File: config.mk
export PLATFORM = sky130hd
export DESIGN_NAME = pus_ctrl
export DESIGN_NICKNAME = d
export VERILOG_FILES = /design/src/hw/rtl/pus_pkg.sv /design/src/hw/rtl/pus_ctrl.sv
export SDC_FILE = /design/constraint.sdc
export NUM_CORES = 1
export LEC_CHECK = 0
export BUFFER_PORTS_ARGS = -buffer_cell sky130_fd_sc_hd__buf_4
export CAP_MARGIN = 20
export CORE_MARGIN = 1
export CORE_UTILIZATION = 40
export DETAILED_ROUTE_END_ITERATION = 8
export GPL_ROUTABILITY_DRIVEN = 0
export SETUP_SLACK_MARGIN = 0.2
export SLEW_MARGIN = 20
export SYNTH_ARGS = -nofsm -noshare
export SYNTH_HDL_FRONTEND = slang
export SYNTH_SLANG_ARGS = --single-unit
File: constraint.sdc
create_clock -name clk -period 10.5 [get_ports clk]
set_input_delay 2.1 -clock clk [delete_from_list [all_inputs] [get_ports clk]]
set_output_delay 2.1 -clock clk [all_outputs]
set_load 0.01 [all_outputs]
File: src/hw/rtl/pus_pkg.sv
// shared types and constants of the png scanline unfilter
`default_nettype none

package pus_pkg;

  // filter type codes of a row
  typedef enum logic [2:0] {
    FILT_NONE  = 3'd0,
    FILT_SUB   = 3'd1,
    FILT_UP    = 3'd2,
    FILT_AVG   = 3'd3,
    FILT_PAETH = 3'd4
  } filter_t;

  // configuration register indexes
  typedef enum logic [1:0] {
    REG_WIDTH  = 2'd0,
    REG_HEIGHT = 2'd1,
    REG_ALPHA  = 2'd2
  } cfg_reg_t;

  localparam int WIDTH_W  = 12;
  localparam int HEIGHT_W = 16;
  localparam int CFG_W    = 16;
  // wide enough for 4095 * 4 and for row byte limits up to 262143
  localparam int CALC_W   = 18;

  // one sample on its way from the column counter to reconstruction
  typedef struct packed {
    logic [7:0] sample;
    logic [1:0] ch;
    filter_t    filt;
    logic       bad;
    logic       row0;
    logic       row_end;
    logic       image_end;
  } pus_item_t;

endpackage

`default_nettype wire

File: src/hw/rtl/pus_ctrl.sv
// row and column sequencing: filter bytes, column position, row and image ends
`default_nettype none

module pus_ctrl #(
  parameter int MAX_WIDTH     = 2048,
  parameter int MAX_ROW_BYTES = 8192
) (
  input  wire logic                              clk,
  input  wire logic                              rst,
  input  wire logic [pus_pkg::WIDTH_W-1:0]       image_width,
  input  wire logic [pus_pkg::HEIGHT_W-1:0]      image_height,
  input  wire logic                              has_alpha,
  input  wire logic                              accept,
  input  wire logic [7:0]                        stream_byte,
  output logic                                   sample_load,
  output logic                                   clear_nbrs,
  output logic      [$clog2(MAX_ROW_BYTES)-1:0]  col,
  output pus_pkg::pus_item_t                     item
);

  localparam int ADDR_W = $clog2(MAX_ROW_BYTES);
  localparam int LEN_W  = $clog2(MAX_ROW_BYTES + 1);
  localparam int CW     = pus_pkg::CALC_W;
  localparam int HW     = pus_pkg::HEIGHT_W;
  // channel of the last byte when the row is cut at the byte limit
  localparam logic [1:0] CH3_SAT = 2'((MAX_ROW_BYTES - 1) % 3);
  localparam logic [1:0] CH4_SAT = 2'((MAX_ROW_BYTES - 1) % 4);

  logic                   awaiting;
  logic [LEN_W-1:0]       column_count;
  logic [1:0]             mod3;
  logic [HW-1:0]          row_count;
  pus_pkg::filter_t       row_filter;
  logic                   filter_invalid;

  logic [CW-1:0]          w_ext;
  logic [CW-1:0]          w_sat;
  logic [CW-1:0]          n_raw;
  logic [CW-1:0]          len_c;
  logic                   sat;
  logic [LEN_W-1:0]       len;
  logic                   clamp;
  logic [LEN_W-1:0]       col_full;
  logic [1:0]             ch;
  logic                   rend;
  logic                   iend;
  logic [HW-1:0]          height;

  always_comb begin
    w_ext = CW'(image_width);
    if (image_width == '0) begin
      w_sat = CW'(1);
    end else if (w_ext > CW'(MAX_WIDTH)) begin
      w_sat = CW'(MAX_WIDTH);
    end else begin
      w_sat = w_ext;
    end
    n_raw = has_alpha ? (w_sat << 2) : (w_sat + (w_sat << 1));
    sat   = n_raw > CW'(MAX_ROW_BYTES);
    len_c = sat ? CW'(MAX_ROW_BYTES) : n_raw;
    len   = len_c[LEN_W-1:0];

    // a shrink of the row length mid-row pins the column to the last one
    clamp    = column_count >= len;
    col_full = clamp ? (len - LEN_W'(1)) : column_count;

    if (has_alpha) begin
      ch = clamp ? (sat ? CH4_SAT : 2'd3) : column_count[1:0];
    end else begin
      ch = clamp ? (sat ? CH3_SAT : 2'd2) : mod3;
    end

    height = (image_height == '0) ? HW'(1) : image_height;
    rend   = ({1'b0, col_full} + (LEN_W + 1)'(1)) >= {1'b0, len};
    iend   = rend && (({1'b0, row_count} + (HW + 1)'(1)) >= {1'b0, height});
  end

  assign col         = col_full[ADDR_W-1:0];
  assign sample_load = accept && !awaiting;
  assign clear_nbrs  = accept && awaiting;

  always_comb begin
    item.sample    = stream_byte;
    item.ch        = ch;
    item.filt      = row_filter;
    item.bad       = filter_invalid;
    item.row0      = (row_count == '0);
    item.row_end   = rend;
    item.image_end = iend;
  end

  always_ff @(posedge clk) begin
    if (rst) begin
      awaiting       <= 1'b1;
      column_count   <= '0;
      mod3           <= 2'd0;
      row_count      <= '0;
      row_filter     <= pus_pkg::FILT_NONE;
      filter_invalid <= 1'b0;
    end else if (accept) begin
      if (awaiting) begin
        // unknown filter types run as none and mark the row
        if (stream_byte > 8'd4) begin
          row_filter     <= pus_pkg::FILT_NONE;
          filter_invalid <= 1'b1;
        end else begin
          row_filter     <= pus_pkg::filter_t'(stream_byte[2:0]);
          filter_invalid <= 1'b0;
        end
        column_count <= '0;
        mod3         <= 2'd0;
        awaiting     <= 1'b0;
      end else if (rend) begin
        awaiting     <= 1'b1;
        column_count <= '0;
        mod3         <= 2'd0;
        row_count    <= iend ? '0 : (row_count + HW'(1));
      end else begin
        column_count <= col_full + LEN_W'(1);
        mod3         <= (mod3 == 2'd2) ? 2'd0 : (mod3 + 2'd1);
      end
    end
  end

endmodule

`default_nettype wire

* Word-level counts from Yosys, hierarchy flattened
Index checks and enable logic that the tools add are counted.
** Word-level totals
- Register bits after elaboration :: 37
- Bits of input ports :: 40
- Output and inout bits :: 32
- Logic and storage cells :: 50
** Cells by class
- $add $sub $neg :: 7
- Magnitude comparators :: 6
- Equal/unequal tests :: 1
- Mux-type cells :: 20
- Bitwise logic cells :: 1
- Reductions and logical operators :: 9
** Operators by type and width (count)
- two-way mux 14 bit :: 4
- two-way mux 18 bit :: 2
- logical NOT 16 bit :: 2
- two-way mux 16 bit :: 2
- adder 18 bit :: 1
- > comparator 18 x 14 -> 1 bit (second input constant) :: 1
- adder 16 x 1 -> 17 bit (second input constant) :: 1
- greater-or-equal comparator 17 x 16 -> 1 bit :: 1
- adder 16 x 1 -> 16 bit (second input constant) :: 1
- adder 14 x 1 -> 15 bit (second input constant) :: 1
- greater-or-equal comparator 15 x 14 -> 1 bit :: 1
- adder 14 x 1 -> 14 bit (second input constant) :: 1
- greater-or-equal comparator 14 bit :: 1
- two-way mux 2 bit :: 7
- subtractor 14 x 1 -> 14 bit (second input constant) :: 1
- > comparator 12 bit (second input constant) :: 1
- logical NOT 12 bit :: 1
- two-way mux 12 bit :: 1
- > comparator 8 x 3 -> 1 bit (second input constant) :: 1
- logical AND 1 bit :: 3
- two-way mux 1 bit :: 3
- two-way mux 3 bit :: 1
- AND reduction 3 bit :: 1
- adder 2 x 1 -> 2 bit (second input constant) :: 1
- 4 further kinds :: 4

* Longest topological paths before layout
- Word-level depth :: 13
- Depth in mapped cells :: 40
- Mapped depth without buffers :: 36

* Worst setup path before layout
Ideal clock, no wire load.
- Kind :: in2out
- Start :: input image_width[5] (netlist bit)
- End :: output item[0] (netlist bit)
- Arrival time :: 9194 ps
- Data required time :: 8400 ps
- Path slack :: -794 ps
- Stages :: 35
- Path buffers :: 3
- Cell sequence :: buf_2 > nor4_4 > nand3_1 > a21oi_1 > ha_1 > ha_1 > nor3_1 > nor4_1 > o221ai_1 > or3_4 > nor3_1 > a31o_2 > nand2b_1 > ha_1 > nand4_1 > nor4_1 > a211oi_1 > o21ai_1 > clkbuf_1 > mux2i_1 > ha_1 > and2_1 > nand4_1 > and4b_4 > nand2_1 > xnor2_1 > ha_1 > nor3_1 > o21ai_0 > or3_1 > o21ai_0 > a21o_1 > o21ai_0 > and2_1 > buf_4
** On the way
- Word-level cells in the longest chain between the ends :: 12
- Elaborated cells between the ends (all ways) :: 14
- Those cells by class :: 3 x add/sub; 4 x order compare; 5 x mux; 2 x reduce/logical
** RTL lines
- from (decl) :: line pus_ctrl.sv:10 : input wire logic [pus_pkg::WIDTH_W-1:0] image_width,
- > comparator 12 bit :: line pus_ctrl.sv:53 : end else if (w_ext > CW'(MAX_WIDTH)) begin
- two-way mux 12 bit :: line pus_ctrl.sv:53
- two-way mux 18 bit (*) :: line pus_ctrl.sv:51 : if (image_width == '0) begin
- adder 18 bit :: line pus_ctrl.sv:58 : n_raw = has_alpha ? (w_sat << 2) : (w_sat + (w_sat << 1));
- two-way mux 18 bit (*) :: line pus_ctrl.sv:58
- > comparator 18 x 14 -> 1 bit :: line pus_ctrl.sv:59 : sat = n_raw > CW'(MAX_ROW_BYTES);
- two-way mux 14 bit (*) :: line pus_ctrl.sv:60 : len_c = sat ? CW'(MAX_ROW_BYTES) : n_raw;
- subtractor 14 x 1 -> 14 bit / greater-or-equal comparator 14 bit (equally long branches) :: line pus_ctrl.sv:65, pus_ctrl.sv:64
- two-way mux 14 bit (*) :: line pus_ctrl.sv:65 : col_full = clamp ? (len - LEN_W'(1)) : column_count;
- named net col[1] :: line pus_ctrl.sv:17 : output logic [$clog2(MAX_ROW_BYTES)-1:0] col,
- adder 14 x 1 -> 15 bit (*) :: line pus_ctrl.sv:74 : rend = ({1'b0, col_full} + (LEN_W + 1)'(1)) >= {1'b0, len};
- greater-or-equal comparator 15 x 14 -> 1 bit (*) :: line pus_ctrl.sv:74
- named net rend :: line pus_ctrl.sv:45 : logic rend;
- logical AND 1 bit (*) :: line pus_ctrl.sv:75 : iend = rend && (({1'b0, row_count} + (HW + 1)'(1)) >= {1'b0, height});
- to (decl) :: line pus_ctrl.sv:18 : output pus_pkg::pus_item_t item
Mark *: on every way through the listed nets, which the timed path passes. The rest lies on a longest branch.

==> summary.md <==
| Metric | Value |
|---|---|
| Vias per Instance | `5.83` |
| Area leader, netlist | `dfxtp_1` |
| Final Hold Vio Count | `0` |
| CTS buffer count | `5` |
| Die extent in x | `113 µm` |
| CP arrival | `8.28 ns` |
| Worst VDD drop | `0.0906 mV` |
| First-pass GRT wire length | `26300 µm` |
| Starting Density | `0.410` |
| Core box area | `0.0120 mm²` |
| Setup Skew | `0.00473 ns` |
| Final Power | `624 µW` |
| Worst hold path depth | `2` |
| FFs w/ async S/R, synth | `0` |
| Ys flop type | `dfxtp_1` |
| Number of flops mapped to enable cells by yosys | `0` |
| CTS tree | `built` |
| DRT Wirelength | `15900 µm` |
| Startpoint Class | `input port` |
| Post-Synthesis Cell Area | `0.00491 mm²` |
| Mapped Cells | `666` |
| Tmin final | `10.38 ns` |
| Final Slew Violations | `0` |
| Ranking of synthesized cells by area | `dfxtp_1 (15%), ha_1 (14%), nor2_1 (4.3%)` |
| IO Pins | `72` |
| Hold_ws | `0.484 ns` |
| Post-layout nets | `913` |
| Max Cap Viol | `0` |
| Largest net degree at the start of global routing | `34` |
| CTS Root Cell | `clkbuf_16` |
| Port Buffers | `71` |
| Power Dens Cells | `90.7 mW/mm²` |
| Endpoint, Worst Hold | `row_count[15]` |
| Data required time of the worst path | `8.40 ns` |
| Cell family with most CP delay | `simple AND/OR/NAND/NOR gates` |
| Die Y-Extent | `113 µm` |
| Hold_sp | `row_count[15]` |
| H-tree depth | `2` |
| Worst Tran Pin Value | `0.805 ns` |
| Clock Pin Slew Worst Setup and Hold Paths | `0.06 ns` |
| Hpwl dp | `12200 µm` |
| Clock buffer depth | `2` |
| Drt pass-1 iters | `8` |
| Routed len/inst | `16.5 µm` |
| CP Buf/Inv Count | `5` |
| Vias | `5628` |
| # rows | `40` |
| Status | `finished clean` |
| Initial antenna violation count | `0` |
| Final period utilization | `0.989` |
| Leakage | `3.05 nW` |
| Crit end category | `output pin` |
| # clock sinks | `37` |
| Slowest-stage cell, CP | `and4b_4` |
| Gr ovfl total | `0` |
| Drt initial violations | `413` |
| Hold buffers post-CTS | `0` |
| Top cell type's share of synthesized area | `0.151` |
| P&R area growth vs syn | `40.3%` |
| Cells on worst reg2reg path | `24` |
| Worst Hold Class | `reg -> reg` |
| Layout cells sized above 1 | `0.344` |
| Setup TNS | `0 ns` |
| Post-synth cell types | `77` |
| Fmax | `96.3 MHz` |
| Sequential-to-total area share from yosys stat | `0.151` |
| GRT Overall Usage | `0.252` |
| # diodes | `0` |
| Yosys reg bits | `37` |
| Mapped Nets | `761` |
| Worst skew pair latency | `0.29 ns` |
| YS warnings | `0` |
| Commonest cells in the netlist | `nor2_1 (56), ha_1 (55), nand2_1 (51)` |
| Drt drc | `0` |
| R2r endpoint | `row_count[8]` |
| Vias in the first global route | `5419` |
| Critical path type | `in -> out` |
| Crit path max fanout | `10` |
| R2R Path Start | `column_count[13]` |
| Worst R2R Setup Slack | `5.62 ns` |
| Setup violations, final | `0` |
| Rel. slew slack | `0.463` |
| CP max stage delay | `0.42 ns` |
| Top-count cell post-synth | `nor2_1` |
| Antenna viol nets, final | `0` |
| Area of the die | `0.0127 mm²` |
| RSZ-0062 raised after global routing | `true` |
| Average size of a mapped cell | `7.37 µm²` |
==> worst max-delay path by stage <==
stage	from	to	depth (start not counted)
floorplan	image_width[6]	item[0]	34
global placement	image_width[9]	item[0]	35
detailed placement	image_width[9]	item[0]	34
CTS	image_width[2]	item[0]	35
global route	image_width[0]	item[0]	38
finish	image_width[1]	item[0]	36
==> state kept, by name, summed over array words and instances (netlist names) <==
name and flops:
row_count 16, column_count 14, awaiting 1, filter_invalid 1, row_filter 3, mod3 2
==> worst min-delay path: stages, from the launching register on <==
cell and delay [ns]:
dfxtp_1 0.32, nand3_1 0.06, o31ai_1 0.06
==> repair_timing <==
item                                    in CTS  in global routing
gates resized for setup                     45                 24
endpoints found under the setup margin       2                  2
pin swaps                                   33                 25
buffers inserted                            13                  6
==> stage by stage <==
stage          setup slack (ns)  std cells  utilization  instance area [µm²]
6_report                  0.120        966        0.575                 6880
5_1_grt                  -0.243        966        0.575                 6880
4_1_cts                   0.143        960        0.561                 6710
3_5_place_dp             -0.194        939        0.521                 6230
3_3_place_gp             -0.175        939        0.521                 6230
2_1_floorplan           0.00756        666            -                 5040
==> per-layer routing <==
layer	track usage	vias up	share of wire
met5	0	-	0
met4	0.0604	0	0.013
met3	0.0402	21	0.049
met2	0.407	143	0.47
met1	0.349	2696	0.47
li1	-	2768	-
==> power breakdown <==
group	switching, mW	internal (mW)	leakage, nW
Combinational	0.154	0.143	2.67
Clock	0.0633	0.119	0.0831
Sequential	0.00258	0.143	0.299
Total	0.219	0.405	3.05
==> kinds of logic after synthesis <==
group / synth area share
AND/OR/NAND/NOR: 0.290
buffers and inverters: 0.0842
XOR/XNOR: 0.0553
flip-flops: 0.151
AO/OA/AOI/OAI: 0.262
multiplexers: 0.0163
adder cells (fa/ha/maj): 0.140
==> layout by cell type, fill, tap and decap left out, drive strengths merged, types with 4 or more instances in the layout <==
cell    synthesis  layout
nor4           14      14
o31ai          14      14
nand2b         10      10
a221o           4       4
nand3          24      24
a31oi           8       8
nor3           25      25
nand4          15      15
ha             55      55
a31o            4       4
dfxtp          37      37
or3             6       6
and3           13      13
xor2           12      12
clkbuf         22       6
a21o           12      12
o21ai          32      32
nor2b          20      20
or4             9       9
mux2            5       5
a211oi          7       7
a21oi          34      34
buf            21     188
nand2          51      51
o211ai          4       4
xnor2          19      19
and2            7       7
a22oi          14      14
o21a           10      10
inv            44      44
nor2           56      56
==> area by class of cell <==
type                       instances  area, µm²
clock inverter                     2       37.5
tap                              147        184
fill                            1065       5080
sequential                        37        741
multi-input combinational        540       4160
clock buffer                       6        139
timing repair buffer             188       1450
inverter                          46        175
Power figures use the tool's default switching activity.
