===== src/hw/rtl/pus_pkg.sv =====
// shared types and constants of the png scanline unfilter
`default_nettype none

package pus_pkg;

  // filter type codes of a row
  typedef enum logic [2:0] {
    FILT_NONE  = 3'd0,
    FILT_SUB   = 3'd1,
    FILT_UP    = 3'd2,
    FILT_AVG   = 3'd3,
    FILT_PAETH = 3'd4
  } filter_t;

  // configuration register indexes
  typedef enum logic [1:0] {
    REG_WIDTH  = 2'd0,
    REG_HEIGHT = 2'd1,
    REG_ALPHA  = 2'd2
  } cfg_reg_t;

  localparam int WIDTH_W  = 12;
  localparam int HEIGHT_W = 16;
  localparam int CFG_W    = 16;
  // wide enough for 4095 * 4 and for row byte limits up to 262143
  localparam int CALC_W   = 18;

  // one sample on its way from the column counter to reconstruction
  typedef struct packed {
    logic [7:0] sample;
    logic [1:0] ch;
    filter_t    filt;
    logic       bad;
    logic       row0;
    logic       row_end;
    logic       image_end;
  } pus_item_t;

endpackage

`default_nettype wire


===== src/hw/rtl/pus_recon.sv =====
// reconstruction stage: neighbor bytes, predictor, write-back and output register
`default_nettype none

module pus_recon #(
  parameter int MAX_ROW_BYTES = 8192
) (
  input  wire logic                             clk,
  input  wire logic                             rst,
  input  wire logic                             load,
  input  wire logic                             clear_nbrs,
  input  wire pus_pkg::pus_item_t               item,
  input  wire logic [$clog2(MAX_ROW_BYTES)-1:0] col,
  input  wire logic [7:0]                       rd_data,
  input  wire logic                             rd_hit,
  output logic                                  stage_free,
  output logic                                  wr_en,
  output logic      [$clog2(MAX_ROW_BYTES)-1:0] wr_addr,
  output logic      [7:0]                       wr_data,
  output logic                                  out_valid,
  input  wire logic                             out_ready,
  output logic      [7:0]                       out_byte,
  output logic                                  out_row_end,
  output logic                                  out_image_end,
  output logic                                  out_bad
);

  localparam int ADDR_W = $clog2(MAX_ROW_BYTES);

  logic                 s1_valid;
  pus_pkg::pus_item_t   s1;
  logic [ADDR_W-1:0]    s1_col;
  logic                 s1_adv;

  logic [7:0]           left_bytes [4];
  logic [7:0]           upper_left_bytes [4];

  logic [7:0]           a;
  logic [7:0]           b;
  logic [7:0]           c;
  logic [8:0]           ab_sum;
  logic [8:0]           pa;
  logic [8:0]           pb;
  logic [8:0]           pc;
  logic [7:0]           pred;
  logic [7:0]           r;

  function automatic logic [8:0] absdiff(input logic [8:0] p, input logic [8:0] q);
    absdiff = (p > q) ? (p - q) : (q - p);
  endfunction

  assign s1_adv     = s1_valid && (!out_valid || out_ready);
  assign stage_free = !s1_valid || s1_adv;

  always_comb begin
    a      = left_bytes[s1.ch];
    b      = (s1.row0 || !rd_hit) ? 8'd0 : rd_data;
    c      = s1.row0 ? 8'd0 : upper_left_bytes[s1.ch];
    ab_sum = {1'b0, a} + {1'b0, b};
    pa     = absdiff({1'b0, b}, {1'b0, c});
    pb     = absdiff({1'b0, a}, {1'b0, c});
    pc     = absdiff(ab_sum, {c, 1'b0});
    unique case (s1.filt)
      pus_pkg::FILT_SUB:   pred = a;
      pus_pkg::FILT_UP:    pred = b;
      pus_pkg::FILT_AVG:   pred = ab_sum[8:1];
      pus_pkg::FILT_PAETH: begin
        if ((pa <= pb) && (pa <= pc)) begin
          pred = a;
        end else if (pb <= pc) begin
          pred = b;
        end else begin
          pred = c;
        end
      end
      default:             pred = 8'd0;
    endcase
    r = s1.sample + pred;
  end

  assign wr_en   = s1_adv;
  assign wr_addr = s1_col;
  assign wr_data = r;

  always_ff @(posedge clk) begin
    if (rst) begin
      s1_valid <= 1'b0;
    end else if (load) begin
      s1_valid <= 1'b1;
    end else if (s1_adv) begin
      s1_valid <= 1'b0;
    end
  end

  always_ff @(posedge clk) begin
    if (load) begin
      s1     <= item;
      s1_col <= col;
    end
  end

  // a filter byte is taken only when the stage is free; its clear wins over the last update
  always_ff @(posedge clk) begin
    if (rst) begin
      for (int i = 0; i < 4; i++) begin
        left_bytes[i]       <= 8'd0;
        upper_left_bytes[i] <= 8'd0;
      end
    end else begin
      for (int i = 0; i < 4; i++) begin
        if (clear_nbrs) begin
          left_bytes[i]       <= 8'd0;
          upper_left_bytes[i] <= 8'd0;
        end else if (s1_adv && (s1.ch == 2'(i))) begin
          left_bytes[i]       <= r;
          upper_left_bytes[i] <= b;
        end
      end
    end
  end

  always_ff @(posedge clk) begin
    if (rst) begin
      out_valid <= 1'b0;
    end else if (s1_adv) begin
      out_valid <= 1'b1;
    end else if (out_ready) begin
      out_valid <= 1'b0;
    end
  end

  always_ff @(posedge clk) begin
    if (s1_adv) begin
      out_byte      <= r;
      out_row_end   <= s1.row_end;
      out_image_end <= s1.image_end;
      out_bad       <= s1.bad;
    end
  end

endmodule

`default_nettype wire


===== config.mk =====
export PLATFORM = sky130hd
export DESIGN_NAME = pus_recon
export DESIGN_NICKNAME = d
export VERILOG_FILES = /design/src/hw/rtl/pus_pkg.sv /design/src/hw/rtl/pus_recon.sv
export SDC_FILE = /design/constraint.sdc
export NUM_CORES = 1
export LEC_CHECK = 0
export ABC_AREA = 1
export BUFFER_PORTS_ARGS = -buffer_cell sky130_fd_sc_hd__buf_2
export CORE_MARGIN = 3
export CORE_UTILIZATION = 60
export CTS_CLUSTER_SIZE = 8
export DETAILED_ROUTE_END_ITERATION = 12
export GPL_TIMING_DRIVEN = 0
export PLACE_DENSITY = 0.83
export SLEW_MARGIN = 20
export SYNTH_ARGS = -nofsm -noshare
export SYNTH_HDL_FRONTEND = slang
export SYNTH_SLANG_ARGS = --single-unit

===== constraint.sdc =====
create_clock -name clk -period 17.35 [get_ports clk]
set_clock_uncertainty 0.1 [all_clocks]
set_input_delay 3.47 -clock clk [delete_from_list [all_inputs] [get_ports clk]]
set_output_delay 3.47 -clock clk [all_outputs]
set_load 0.005 [all_outputs]

==> Word level (Yosys, flattened, before mapping) <==
Memories as Yosys holds them, arrays and structs flattened. A register that Yosys moved wholly into a read port is not among the register bits.
Cells that the tools add are included.
{ "totals": {"register_bits": 43, "latchBits": 0, "ram_bits": 64, "rom_bits": 0, "in_bits": 44, "out_inout_bits": 35, "elab_cells": 119, "n_memories": 2} }
{ "memory_table": {"columns": ["memory", "depth", "word_bits", "read_ports", "rd_clocked_by_memory_dff", "wr", "line", "text"], "rows": [
  ["left_bytes", 4, 8, 1, 1, 4, "pus_recon.sv:34", "logic [7:0] left_bytes [4];"],
  ["upper_left_bytes", 4, 8, 1, 1, 4, "pus_recon.sv:35", "logic [7:0] upper_left_bytes [4];"]
]} }
{ "op_classes": {"addsub": 8, "multipliers": 0, "div": 0, "order_cmp": 6, "eq_ne": 7, "shift": 0, "mux": 51, "bitwise_logic": 16, "reduce_logical": 15} }
{ "ops": {"columns": ["op", "n"], "rows": [
  ["$mux 8", 20],
  ["$sub 8x8->9", 4],
  ["$pmux 8 s4", 1],
  ["$le 9x9->1", 3],
  ["$mux 9", 3],
  ["$mux 1", 25],
  ["$sub 9x9->9", 2],
  ["$gt 8x8->1", 2],
  ["$or 1x1->1", 16],
  ["$add 8x8->9", 1],
  ["$gt 9x9->1", 1],
  ["$add 8x8->8", 1],
  ["$eq 3x2->1 const B", 2],
  ["$logic_and 1x1->1", 6],
  ["$eq 2x2->1 const B", 2],
  ["$mux 2", 2],
  ["$reduce_bool 2->1", 2],
  ["$eq 3x1->1 const B", 1],
  ["$eq 3x3->1 const B", 1],
  ["$logic_not 1->1", 3],
  ["$logic_or 1x1->1", 3],
  ["$eq 2x1->1 const B", 1],
  ["$logic_not 2->1", 1]
]} }

==> Longest topological paths before layout <==
{ "logic_depth": {"depth_word": 12, "ltp_mapped": 56, "ltp_nobuf": 53} }

==> Least setup slack after synthesis <==
OpenSTA, ideal clock, no wires.
{ "synth_timing": {"path_kind": "input port to output port", "start": "in rd_hit", "end": "out wr_data[7]", "arrival_ps": 9406, "t_required_ps": 13780, "path_slack_ps": 4374, "cell_stages": 49, "n_path_buf": 1, "cell_sequence": "nand2_1 -> inv_2 -> nand2_1 -> inv_1 -> ha_1 -> nand3_1 -> and2_1 -> inv_1 -> nand3_1 -> nand2_1 -> nand2_1 -> nand2_1 -> a21oi_1 -> xor2_1 -> inv_1 -> ha_1 -> nand2_1 -> inv_1 -> [... 13 more ...] -> nand2_1 -> nand2_2 -> nand2_4 -> inv_2 -> nand2_1 -> nand3_1 -> nand3b_1 -> ha_1 -> nand3_1 -> nand2_1 -> a21oi_1 -> o21bai_1 -> a21oi_1 -> o21bai_1 -> xor2_1 -> nand3_1 -> nand2_4 -> inv_2"} }
{ "synth_via": {"elab_chain_len": 11, "elab_cells_between_ends": 20, "classes_between": "add/sub: 6; order compare: 5; mux: 6; reduce/logical: 3"} }
{ "synth_lines": {"columns": ["element", "line", "text"], "rows": [
  ["start: declaration", "pus_recon.sv:14", "input wire logic rd_hit,"],
  ["$logic_not 1->1 *", "pus_recon.sv:56", "b = (s1.row0 || !rd_hit) ? 8'd0 : rd_data;"],
  ["$logic_or 1x1->1 *", "pus_recon.sv:56", null],
  ["$mux 8 *", "pus_recon.sv:56", null],
  ["via b[1]", "pus_recon.sv:38", "logic [7:0] b;"],
  ["$add 8x8->9", "pus_recon.sv:58", "ab_sum = {1'b0, a} + {1'b0, b};"],
  ["$sub 9x9->9 / $gt 9x9->1 (equally long branches)", "pus_recon.sv:48", "absdiff = (p > q) ? (p - q) : (q - p);"],
  ["$mux 9", "pus_recon.sv:48", null],
  ["$le 9x9->1 (on tied branches)", "pus_recon.sv:69, pus_recon.sv:67", null],
  ["$mux 8 / $logic_and 1x1->1 (equally long branches)", "pus_recon.sv:69, pus_recon.sv:67", null],
  ["$mux 8", "pus_recon.sv:67", "if ((pa <= pb) && (pa <= pc)) begin"],
  ["$pmux 8 s4 *", "pus_recon.sv:62", "unique case (s1.filt)"],
  ["$add 8x8->8 *", "pus_recon.sv:77", "r = s1.sample + pred;"],
  ["end: declaration", "pus_recon.sv:18", "output logic [7:0] wr_data,"]
]} }
Mark *: on every way through the listed nets, which the timed path passes. The rest lies on a longest branch.

==> Worst setup path after layout <==
{ "layout_timing": {"start": "in rd_hit", "end": "out wr_data[6]"} }
Same word-level chain as after synthesis.

==> flow_summary_export.csv <==
group,metric,value,unit
placement,place_ws,2.809,ns
power_and_ir_drop,cellLeakagePower,4.241,nW
clock_network,cts_setup_buffers,0,
setup_path,critPathLaunchType,"primary input",
setup_path,cp.arrival,11.10,ns
setup_path,crit_end,"wr_data[6]",
route,routed_wl,20210,microns
logic_synthesis,postSynthCellCount,928,
clock_network,post_cts_resized,0,
sta,setup_violations,0,
die,rows,41,
grt,antenna_found_initial,0,
sta,fin_setup_tns,0,ns
placement,gp_congestion,0.9672,
setup_path,cpMostUsedCell,"nand2_1",
route,drtPass1Iterations,6,
grt,grt_util_all_layers,28.58,%
finish,multi_input_area,4120,sq um
grt,grt_remaining_overflow,0,
sta,rsz0062_at_grt,"no",
sta,slew_headroom,42.83,%
logic_synthesis,synthArstFlopShare,0,%
setup_path,rrSetupSlack,8.39,ns
hold_path,hp-class,"reg2reg",
finish,layout_common_cells,"nand2_1, inv_1, nor2_1",
logic_synthesis,syn_area_per_cell,8.541,sq um
clock_network,cts_tree,"done",
setup_path,cp_max_fo,10,
clock_network,clock-root-buffer,"clkbuf_16",
route,drtIter0Drc,644,
placement,io_buffers,78,
logic_synthesis,syn_area,7926,sq um
setup_path,critPathRequiredTime,13.78,ns
clock_network,clk_pin_slew,0.08,ns
logic_synthesis,ys_seq_area_share,40.79,%
grt,grt_pass1_vias,6548,
logic_synthesis,ys_ff_latch,109,
sta,finalCritPeriodShare,84.53,%
route,vias_per_cell,5.689,
finish,seq_area,3233,sq um
finish,design_area,8847,sq um
setup_path,reg2reg_to,"left_bytes[0][6]",
die,die-area,14630,sq um
logic_synthesis,yosysWarnings,0,
setup_path,max_stage_delay,0.41,ns
finish,syn_to_final_growth,11.62,%
sta,worst_pin_slew,0.8510,ns
sta,timing.fmax,68.18,MHz
grt,grt_pass1_wl,32490,microns
finish,drive_above_1_share,14.29,%
setup_path,endpoint_kind,"output port",
sta,fin_crit,14.67,ns
power_and_ir_drop,power,1.222,mW
finish,layout_commonest_cell,"nand2_1",
sta,hold_violations,0,
clock_network,clk_latency,0.35,ns
logic_synthesis,synth_top_flop_cell,"edfxtp_1",
grt,grt_max_degree,36,
setup_path,reg2reg_depth,47,
route,drc,0,
sta,setup_ws,2.683,ns
clock_network,clock-sinks,109,
power_and_ir_drop,power_density,138.1,nW/um^2
die,start_util,62.05,%
setup_path,crit_slowest_cell,"xor2_1",
logic_synthesis,synth-edff-count,105,
sta,slew_violations,0,
placement,hpwl,15680,microns
logic_synthesis,synthDistinctLibCells,46,
setup_path,setup.worst_path.start,"rd_hit",
finish,diodes,0,
clock_network,clockBufferDepth,2,
power_and_ir_drop,peakVddDrop,0.1001,mV
setup_path,worstSetupPathType,"in2out",
die,die_w,120.9,microns
clock_network,h-tree-depth,3,
die,die_y,120.9,microns
route,route.vias.total,6793,
route,drt-wirelength-per-cell,16.93,microns
placement,placed_area,8536,sq um
clock_network,postCtsHoldBufs,0,
outcome,status,"complete, no violations",
logic_synthesis,syn_nets,1067,
finish,fill_cells,987,
clock_network,cts_inserted_buffers,9,
die,core,12770,sq um
sta,holdWs,0.3385,ns
route,ant_nets,0,
finish,layout.nets,1156,
die,ios,79,
run,drv_cap,0,
state kept, by name, indices dropped and copies added (netlist names), named ones only:
signal            count
left_bytes           32
out_bad               1
out_byte              8
out_image_end         1
out_row_end           1
out_valid             1
s1                   17
s1_valid              1
upper_left_bytes     32
wr_addr              13
cell type report:
cell class / instances / area share [%]
Timing Repair Buffer: 78 / 4.412
Inverter: 126 / 5.346
Clock buffer: 9 / 2.546
Multi-Input combinational cell: 673 / 46.57
Sequential cell: 109 / 36.54
Clock inverter: 7 / 0.9758
Tap cell: 172 / 2.432
Buffer: 20 / 1.174
kinds of logic (layout without fill, tap and decap cells):
logic type | count (synthesis) | count (layout) | synth area share [%]
flops | 109 | 109 | 40.79
fa+ha+maj | 95 | 95 | 15.75
simple gates | 407 | 407 | 22.65
xor+xnor | 31 | 31 | 3.425
mux | 1 | 1 | 0.1263
compound gates | 139 | 139 | 9.976
buf+inv | 146 | 240 | 7.277
Yosys cell counts, types with 3 or more instances:
master | n | area (sq um)
nand4_1 | 15 | 93.84
nand2_4 | 4 | 45.04
or2_2 | 4 | 25.02
a21o_1 | 4 | 30.03
nand2_2 | 10 | 62.56
nand2_1 | 187 | 701.9
xor2_1 | 25 | 219.0
xnor2_1 | 6 | 52.55
ha_1 | 87 | 1089
nor3_1 | 7 | 35.03
inv_1 | 120 | 450.4
edfxtp_1 | 105 | 3153
dfxtp_1 | 4 | 80.08
o21bai_1 | 8 | 60.06
o21ai_1 | 3 | 15.01
a21oi_1 | 60 | 300.3
nand3_2 | 5 | 50.05
o22ai_1 | 5 | 31.28
fa_1 | 8 | 160.2
inv_2 | 6 | 22.52
a31oi_1 | 3 | 18.77
nand3b_1 | 3 | 22.52
clkbuf_1 | 11 | 41.29
nor2_2 | 8 | 50.05
nand3_1 | 52 | 260.3
o21ai_0 | 42 | 210.2
nor2_1 | 107 | 401.6
buf_2 | 4 | 20.02
worst max-delay path: cells and delay by family:
kind | cells | cell delay [ns]
AOI/OAI and AO/OA | 10 | 1.58
xor gates and xnor gates | 3 | 0.99
adders and majority gates | 5 | 1.59
buffers and inverters | 11 | 1.31
and+or+nand+nor | 18 | 2.14
through the flow:
step / util, % / instances
floorplan: - / 928
global placement: 66.79 / 1178
detailed placement: 66.82 / 1178
CTS: 69.26 / 1194
global route: 69.26 / 1194
finish: 69.26 / 1194
power breakdown:
part           leakage (nW)  internal [mW]  total [mW]  switching, mW
Combinational          2.95          0.246       0.698          0.452
Sequential             1.14          0.312       0.317        0.00570
Clock                 0.151          0.104       0.207          0.102
Total                  4.24          0.662        1.22          0.560
metal layers:
layer | global-route usage (%) | up-vias | wire (microns)
met5 | 0 | - | 0
li1 | - | 3295 | -
met3 | 5.594 | 36 | 2235
met2 | 45.95 | 372 | 9149
met4 | 9.490 | 0 | 516
met1 | 39.09 | 3090 | 8309
worst min path at each step:
stage | to | from | cells after the start | slack (ns)
6_report | out_row_end | s1[1] | 0 | 0.34
5_1_grt | out_bad | s1[3] | 0 | 0.34
4_1_cts | out_image_end | s1[0] | 0 | 0.33
3_5_place_dp | out_image_end | s1[0] | 0 | 0.31
3_3_place_gp | out_image_end | s1[0] | 0 | 0.30
2_1_floorplan | out_bad | s1[3] | 0 | 0.30
Note: power is estimated with default switching activity, not from simulation.
